**src/rtl/cnbc_pkg.sv**
```systemverilog
package cnbc_pkg;

    localparam int NUM_BOXES = 6;
    localparam int NUM_CHANNELS = 3;
    localparam int QUO_BITS = 8;
    localparam int NUM_CELLS = QUO_BITS;
    localparam int RAW_BITS = 16;
    localparam int DIVIDEND_BITS = RAW_BITS + QUO_BITS;
    localparam int BOX_BITS = 48;
    localparam int INDEX_BITS = 3;

    localparam logic [BOX_BITS-1:0] BOX_RESET = 48'hFFFF_FF00_0000;
    localparam logic [QUO_BITS-1:0] NORM_MAX = 8'hFF;

    // class codes on the result
    typedef enum logic [2:0] {
        CLS_NONE   = 3'd0,
        CLS_RED    = 3'd1,
        CLS_GREEN  = 3'd2,
        CLS_BLUE   = 3'd3,
        CLS_ORANGE = 3'd4,
        CLS_BROWN  = 3'd5,
        CLS_YELLOW = 3'd6
    } class_t;

    // register indexes on the configuration port
    typedef enum logic [INDEX_BITS-1:0] {
        REG_BOX_RED    = 3'd0,
        REG_BOX_GREEN  = 3'd1,
        REG_BOX_BLUE   = 3'd2,
        REG_BOX_ORANGE = 3'd3,
        REG_BOX_BROWN  = 3'd4,
        REG_BOX_YELLOW = 3'd5
    } reg_index_t;

    // box priority order, index -> class code
    localparam class_t BOX_CLASS [NUM_BOXES] = '{
        CLS_RED, CLS_GREEN, CLS_BLUE, CLS_ORANGE, CLS_BROWN, CLS_YELLOW
    };

    typedef struct packed {
        logic [RAW_BITS-1:0] raw_red;
        logic [RAW_BITS-1:0] raw_green;
        logic [RAW_BITS-1:0] raw_blue;
        logic [RAW_BITS-1:0] raw_clear;
    } sample_t;

    typedef struct packed {
        logic [2:0]          color_class;
        logic [QUO_BITS-1:0] norm_red;
        logic [QUO_BITS-1:0] norm_green;
        logic [QUO_BITS-1:0] norm_blue;
        logic                over_range;
    } result_t;

    typedef logic [BOX_BITS-1:0] box_t;
    typedef box_t [NUM_BOXES-1:0] box_array_t;

    // data handed from cell to cell; quo holds the unused low dividend
    // bits on top and the quotient bits shifted in from the bottom
    typedef struct packed {
        logic [RAW_BITS-1:0]                         divisor;
        logic [NUM_CHANNELS-1:0][RAW_BITS-1:0]       rem;
        logic [NUM_CHANNELS-1:0][QUO_BITS-1:0]       quo;
        logic [NUM_CHANNELS-1:0]                     over;
        logic                                        zero;
    } cell_data_t;

endpackage

```
**src/rtl/color_normalize_box_classify.sv**
```systemverilog
// Color sample normalizer and box classifier.
//
// sample channel (sample_valid / sample_stall / sample): one raw red, green,
// blue and clear count per transfer. result channel (result_valid /
// result_stall / result): one class code, three normalized bytes and an
// over_range flag per sample, in sample order.
// cfg channel (cfg_valid / cfg_ready / cfg_index / cfg_data): writes one of
// the six class boxes; cfg_ready is always high, indexes 6 and 7 are dropped.
//
// Each channel is divided as 255*ch / clear by a row of eight identical
// restoring cells, one quotient bit per cell. From a sample transfer to
// result_valid an item passes the register for the 255x multiply and range
// check, then eight divider cells, then the register for the box compare.
// Throughput is one sample per cycle while the result is not stalled.
//
// Reset empties the pipeline and loads every box with min 255 / max 0, so
// no box matches until written. When the receiver stalls, items close up
// into empty stages; sample_stall rises only once every stage holds an item
// and the result is stalled.
module color_normalize_box_classify (
    input  logic                          clk,
    input  logic                          rst_n,
    input  logic                          sample_valid,
    output logic                          sample_stall,
    input  cnbc_pkg::sample_t             sample,
    output logic                          result_valid,
    input  logic                          result_stall,
    output cnbc_pkg::result_t             result,
    input  logic                          cfg_valid,
    output logic                          cfg_ready,
    input  logic [cnbc_pkg::INDEX_BITS-1:0] cfg_index,
    input  logic [cnbc_pkg::BOX_BITS-1:0] cfg_data
);
    import cnbc_pkg::*;

    box_array_t boxes_reg;
    logic       front_ready;
    logic       class_ready;
    logic       [NUM_CELLS:0] chain_valid;
    logic       [NUM_CELLS:0] chain_ready;
    cell_data_t chain_data [NUM_CELLS+1];

    // box registers
    assign cfg_ready = 1'b1;

    always_ff @(posedge clk or negedge rst_n)
    begin
        if (!rst_n)
        begin
            for (int i = 0; i < NUM_BOXES; i++)
                boxes_reg[i] <= BOX_RESET;
        end
        else if (cfg_valid && cfg_ready && cfg_index <= REG_BOX_YELLOW)
        begin
            boxes_reg[cfg_index] <= cfg_data;
        end
    end

    // multiply and range check
    cnbc_front u_front (
        .clk      (clk),
        .rst_n    (rst_n),
        .up_valid (sample_valid),
        .up_data  (sample),
        .up_ready (front_ready),
        .dn_valid (chain_valid[0]),
        .dn_data  (chain_data[0]),
        .dn_ready (chain_ready[0])
    );

    assign sample_stall = !front_ready;

    // divider row
    for (genvar k = 0; k < NUM_CELLS; k++)
    begin : g_cell
        cnbc_cell u_cell (
            .clk      (clk),
            .rst_n    (rst_n),
            .up_valid (chain_valid[k]),
            .up_data  (chain_data[k]),
            .up_ready (chain_ready[k]),
            .dn_valid (chain_valid[k+1]),
            .dn_data  (chain_data[k+1]),
            .dn_ready (chain_ready[k+1])
        );
    end

    // box compare and output register
    cnbc_classify u_classify (
        .clk      (clk),
        .rst_n    (rst_n),
        .boxes    (boxes_reg),
        .up_valid (chain_valid[NUM_CELLS]),
        .up_data  (chain_data[NUM_CELLS]),
        .up_ready (class_ready),
        .dn_valid (result_valid),
        .dn_data  (result),
        .dn_ready (!result_stall)
    );

    assign chain_ready[NUM_CELLS] = class_ready;

    // input backpressure only with a blocked output
    a_stall_needs_block: assert property (@(posedge clk) disable iff (!rst_n)
        sample_stall |-> (result_valid && result_stall))
        else $error("sample stalled while output not blocked");

    // a saturated channel matches no box
    a_over_no_class: assert property (@(posedge clk) disable iff (!rst_n)
        (result_valid && result.over_range) |-> (result.color_class == CLS_NONE))
        else $error("class given for over-range sample");

    // over_range comes with a saturated byte
    a_over_saturated: assert property (@(posedge clk) disable iff (!rst_n)
        (result_valid && result.over_range) |->
        (result.norm_red == NORM_MAX || result.norm_green == NORM_MAX
         || result.norm_blue == NORM_MAX))
        else $error("over_range without a saturated channel");

endmodule

```
**src/rtl/cnbc_front.sv**
```systemverilog
module cnbc_front (
    input  logic               clk,
    input  logic               rst_n,
    input  logic               up_valid,
    input  cnbc_pkg::sample_t  up_data,
    output logic               up_ready,
    output logic               dn_valid,
    output cnbc_pkg::cell_data_t dn_data,
    input  logic               dn_ready
);
    import cnbc_pkg::*;

    logic        valid_reg;
    cell_data_t  data_reg;
    cell_data_t  data_next;
    logic [NUM_CHANNELS-1:0][RAW_BITS-1:0] raw;
    logic [NUM_CHANNELS-1:0][DIVIDEND_BITS-1:0] dividend;

    assign raw[0] = up_data.raw_red;
    assign raw[1] = up_data.raw_green;
    assign raw[2] = up_data.raw_blue;

    // 255 * ch as (ch << 8) - ch, overflow when the high part reaches clear
    always_comb
    begin
        data_next.divisor = up_data.raw_clear;
        data_next.zero = (up_data.raw_clear == '0);
        for (int c = 0; c < NUM_CHANNELS; c++)
        begin
            dividend[c] = {raw[c], {QUO_BITS{1'b0}}}
                        - {{QUO_BITS{1'b0}}, raw[c]};
            data_next.rem[c] = dividend[c][DIVIDEND_BITS-1:QUO_BITS];
            data_next.quo[c] = dividend[c][QUO_BITS-1:0];
            data_next.over[c] = !data_next.zero
                && (dividend[c][DIVIDEND_BITS-1:QUO_BITS] >= up_data.raw_clear);
        end
    end

    assign up_ready = !valid_reg || dn_ready;

    always_ff @(posedge clk or negedge rst_n)
    begin
        if (!rst_n)
        begin
            valid_reg <= 1'b0;
        end
        else if (up_ready)
        begin
            valid_reg <= up_valid;
        end
    end

    always_ff @(posedge clk)
    begin
        if (up_ready && up_valid)
        begin
            data_reg <= data_next;
        end
    end

    assign dn_valid = valid_reg;
    assign dn_data  = data_reg;

endmodule

```
**src/rtl/cnbc_cell.sv**
```systemverilog
module cnbc_cell (
    input  logic                 clk,
    input  logic                 rst_n,
    input  logic                 up_valid,
    input  cnbc_pkg::cell_data_t up_data,
    output logic                 up_ready,
    output logic                 dn_valid,
    output cnbc_pkg::cell_data_t dn_data,
    input  logic                 dn_ready
);
    import cnbc_pkg::*;

    logic        valid_reg;
    cell_data_t  data_reg;
    cell_data_t  data_next;
    logic [NUM_CHANNELS-1:0][RAW_BITS:0]   shifted;
    logic [NUM_CHANNELS-1:0][RAW_BITS+1:0] diff;
    logic [NUM_CHANNELS-1:0]               take;

    // one restoring step per channel: bring in the next dividend bit,
    // subtract the divisor when it fits, shift the quotient bit in
    always_comb
    begin
        data_next = up_data;
        for (int c = 0; c < NUM_CHANNELS; c++)
        begin
            shifted[c] = {up_data.rem[c], up_data.quo[c][QUO_BITS-1]};
            diff[c] = {1'b0, shifted[c]} - {2'b00, up_data.divisor};
            take[c] = !diff[c][RAW_BITS+1];
            data_next.rem[c] = take[c] ? diff[c][RAW_BITS-1:0]
                                       : shifted[c][RAW_BITS-1:0];
            data_next.quo[c] = {up_data.quo[c][QUO_BITS-2:0], take[c]};
        end
    end

    assign up_ready = !valid_reg || dn_ready;

    always_ff @(posedge clk or negedge rst_n)
    begin
        if (!rst_n)
        begin
            valid_reg <= 1'b0;
        end
        else if (up_ready)
        begin
            valid_reg <= up_valid;
        end
    end

    always_ff @(posedge clk)
    begin
        if (up_ready && up_valid)
        begin
            data_reg <= data_next;
        end
    end

    assign dn_valid = valid_reg;
    assign dn_data  = data_reg;

endmodule

```
**src/rtl/cnbc_classify.sv**
```systemverilog
module cnbc_classify (
    input  logic                 clk,
    input  logic                 rst_n,
    input  cnbc_pkg::box_array_t boxes,
    input  logic                 up_valid,
    input  cnbc_pkg::cell_data_t up_data,
    output logic                 up_ready,
    output logic                 dn_valid,
    output cnbc_pkg::result_t    dn_data,
    input  logic                 dn_ready
);
    import cnbc_pkg::*;

    logic     valid_reg;
    result_t  data_reg;
    result_t  data_next;
    logic [NUM_CHANNELS-1:0][QUO_BITS-1:0] norm;
    logic [NUM_CHANNELS-1:0]               bad;
    logic [NUM_BOXES-1:0]                  hit;
    logic [QUO_BITS-1:0]                   lo;
    logic [QUO_BITS-1:0]                   hi;
    class_t                                cls;

    // final byte per channel: zero clear, saturation, or the quotient
    always_comb
    begin
        for (int c = 0; c < NUM_CHANNELS; c++)
        begin
            bad[c] = up_data.over[c];
            if (up_data.zero)
                norm[c] = '0;
            else if (up_data.over[c])
                norm[c] = NORM_MAX;
            else
                norm[c] = up_data.quo[c];
        end
    end

    // inclusive box tests, first hit in priority order wins
    always_comb
    begin
        lo = '0;
        hi = '0;
        cls = CLS_NONE;
        for (int i = 0; i < NUM_BOXES; i++)
        begin
            hit[i] = 1'b1;
            for (int c = 0; c < NUM_CHANNELS; c++)
            begin
                lo = boxes[i][BOX_BITS-1-QUO_BITS*c -: QUO_BITS];
                hi = boxes[i][BOX_BITS/2-1-QUO_BITS*c -: QUO_BITS];
                if (bad[c] || norm[c] < lo || norm[c] > hi)
                    hit[i] = 1'b0;
            end
        end
        for (int i = NUM_BOXES - 1; i >= 0; i--)
        begin
            if (hit[i])
                cls = BOX_CLASS[i];
        end
    end

    always_comb
    begin
        data_next.color_class = cls;
        data_next.norm_red    = norm[0];
        data_next.norm_green  = norm[1];
        data_next.norm_blue   = norm[2];
        data_next.over_range  = |bad;
    end

    assign up_ready = !valid_reg || dn_ready;

    always_ff @(posedge clk or negedge rst_n)
    begin
        if (!rst_n)
        begin
            valid_reg <= 1'b0;
        end
        else if (up_ready)
        begin
            valid_reg <= up_valid;
        end
    end

    always_ff @(posedge clk)
    begin
        if (up_ready && up_valid)
        begin
            data_reg <= data_next;
        end
    end

    assign dn_valid = valid_reg;
    assign dn_data  = data_reg;

endmodule

```
**config.mk**
```make
export PLATFORM = sky130hd
export DESIGN_NAME = color_normalize_box_classify
export DESIGN_NICKNAME = d
export VERILOG_FILES = /design/src/rtl/cnbc_pkg.sv /design/src/rtl/color_normalize_box_classify.sv /design/src/rtl/cnbc_front.sv /design/src/rtl/cnbc_cell.sv /design/src/rtl/cnbc_classify.sv
export SDC_FILE = /design/constraint.sdc
export NUM_CORES = 2
export LEC_CHECK = 0
export BUFFER_PORTS_ARGS = -buffer_cell sky130_fd_sc_hd__clkbuf_2
export CAP_MARGIN = 25
export CORE_MARGIN = 2
export CORE_UTILIZATION = 55
export DETAILED_ROUTE_END_ITERATION = 8
export GPL_TIMING_DRIVEN = 0
export PLACE_DENSITY = 0.78
export SETUP_SLACK_MARGIN = 0.3
export SYNTH_ARGS = -nofsm -noshare
export SYNTH_HDL_FRONTEND = slang
export SYNTH_HIERARCHICAL = 1
export SYNTH_SLANG_ARGS = --single-unit
```
**constraint.sdc**
```tcl
create_clock -name clk -period 6.8 [get_ports clk]
set_input_delay 0.34 -clock clk [delete_from_list [all_inputs] [get_ports clk]]
set_output_delay 0.34 -clock clk [all_outputs]
set_load 0.005 [all_outputs]
```
==> impl_results.md <==
- Post-Syn Instances: 5812
- Global Route Usage Sum: 0.269
- Post-layout min period: roughly 5.2 ns
- Crit path required time: 7.25 ns
- Worst EP arrival: 5.65 ns
- DRT iter0 DRCs: about 3800
- Slew Viols, Final: 0
- Die X: between 300 and 400 um
- RePlAce Congestion: 0.933
- Worst-margin pin slew: around 1.1 ns
- CTS tree: built
- DIE AREA: around 0.13 mm2
- Root Driver: clkbuf_16
- Crit path max fanout: 10
- Vias per cell: a little under 6
- Seq pwr share: 0.329
- Commonest non-fill, non-tap cell in the layout: edfxtp_1
- Buffer depth of the longest clock path: 3
- Max-cap violations: 0
- Final hold violation count: 0
- Outcome: finished, final reports clean
- Clk slew on worst S/H paths: 0.06 ns
- Synth warn: 6
- Die Ht: approximately 360 um
- Detailed Routing Iterations Pass 1: 6
- Critical Path Source: g_cell[7].u_cell/dn_data[0]$_DFFE_PP_
- Relative max-transition margin: 0.263
- CP Launch Type: flip-flop
- # IOs: between 150 and 200
- Mapped Area: approximately 0.068 mm2
- Fmax: just under 200 MHz
- DRT Wirelength: ~170000 um
- Clk_lat worst skew: ~0.72 ns
- Initial antenna violation count: 5
- R2R depth: 13
- Cell count after placement: 7605
- VDD IR-drop max: around 0.28 mV
- Internal power: around 21 mW
- GRT overflow: 0
- CTS sink count: about 1100
- Part of the power in combinational logic: 0.478
- DRT met1 WL: between 70000 and 80000 um
- Highest metal used: met4
- Most frequent cells in the layout: edfxtp_1 (792), ha_1 (697), inv_1 (528), mux2_2 (358), a21oi_1 (307)
- Vias in the first global route: 45700
- Starting density of the core: 0.555
- Final instance area: ~0.076 mm2
- Post-Place Worst Slack: around 1.9 ns
- Net Sw Power: ~13 mW
- Finished Layout Cells: 7891
- Hold worst-path end: boxes_reg[15]$_DFFE_PN0P_
- Tightest hold margin: between 0.04 and 0.05 ns
- RR Endpoint: u_classify/dn_data[27]$_SDFFCE_PP0P_
- Final Cycle Share: 0.765
- Setup bufs post-CTS: 0
- Vias: around 47000
- Area delta synth->final: 11.8%
- TritonCTS Buffers: roughly 110
- Reg2reg start: g_cell[7].u_cell/dn_data[0]$_DFFE_PP_
- Core area: around 0.12 mm2
- Final WS setup: ~1.6 ns
- Layout cells sized above 1: 0.186
- Met2 WL post-DR: between 80000 and 90000 um
- First-pass GRT wire length: about 260000 um
- Overall power: between 30 and 40 mW
- Nets: between 7000 and 8000
- Post-Syn Nets: around 6700
- Post-Place Cell Area: 0.0710 mm2
- Clock power frac: 0.193
- DP HPWL: 133000 um
- CP Capture Type: flip-flop
- Pin count of the biggest net entering global routing: around 110
- CTS H-tree lvls: 3
- Hold/Removal Path Class: in2reg
- Avg Synthesized Cell Area: between 10 and 15 um2
- Remaining antenna violation count: 0
- Cell Rows: 128
- R2R Setup Slk: 1.60 ns
- WS Path Type: reg2reg
- Leak pwr: around 32 nW
- RSZ-0062 raised after global routing: no
- WL per Instance: between 20 and 25 um
- Hold path startpoint: cfg_data[15]
- Largest register FFs: about 670
- Setup-failing EPs final: 0
- Hold path depth: 2
- Pwr Density: ~450 mW/mm2
- Final Skew: 0.0281 ns
- Switching portion of total power: 0.375
- Port bufs: around 150
- Met3 WL post-DR: between 9000 and 10000 um
- # DRC: 0
[metal layers]
layer	global-route usage	vias up
li1	-	22500
met1	0.354	22800
met2	0.446	1383
met3	0.0353	366
met4	0.121	0
met5	0	-
[worst max-delay path, cell delays in order (launching register included)]
cell and delay (ns):
edfxtp_1 0.72, buf_6 0.27, clkbuf_1 0.65, nor2_1 0.40, buf_4 0.31, ha_1 0.28, nor2_1 0.04, a311oi_1 0.46
a41oi_1 0.27, a311oi_1 0.37, o21ai_0 0.44, a2111o_1 0.55, nand2_1 0.12, nor3_1 0.06
[worst max-delay path by stage]
| stage | end | slack [ns] | depth (start not counted) |
|---|---|---|---|
| CTS | u_classify/dn_data[25]$_SDFFCE_PP1P_ | 1.92 | 11 |
| floorplan | u_front/dn_data[0]$_DFFE_PP_ | 2.61 | 12 |
| global route | u_classify/dn_data[27]$_SDFFCE_PP0P_ | 1.52 | 13 |
| finish | u_classify/dn_data[27]$_SDFFCE_PP0P_ | 1.60 | 13 |
| global placement | boxes_reg[156]$_DFFE_PN0P_ | -0.84 | 1 |
| detailed placement | u_classify/dn_data[27]$_SDFFCE_PP0P_ | 1.93 | 13 |
[area by class of cell]
type / count / area (um2)
inverters: 541 / 2030
clock inverters: 74 / 861
well taps: 1625 / 2030
diodes: 2 / 5.00
flip-flops and latches: 1090 / 31400
multi-input cells: 4070 / 33500
fillers: 9345 / 46300
repair buffers: 239 / 1860
clock buffers: 139 / 3170
plain buffers: 111 / 861
[power by group through the flow]
stage	clock network, mW	logic, mW	registers [mW]
floorplan	0	12.1	10.9
global placement	0	15.4	11.4
detailed placement	0	15.9	11.4
CTS	6.71	16.1	11.3
global route	6.96	17.9	11.5
finish	6.61	16.4	11.3
[through the flow]
step           TNS, ns   util
3_5_place_dp         0  0.582
4_1_cts              0  0.621
3_3_place_gp   -117.90  0.578
5_1_grt              0  0.621
6_report             0  0.621
2_1_floorplan        0      -
[timing repair]
item	CTS	global route
endpoints found under the hold margin	331	0
hold buffers	71	0
gates resized for setup	0	0
Power figures use the tool's default switching activity.
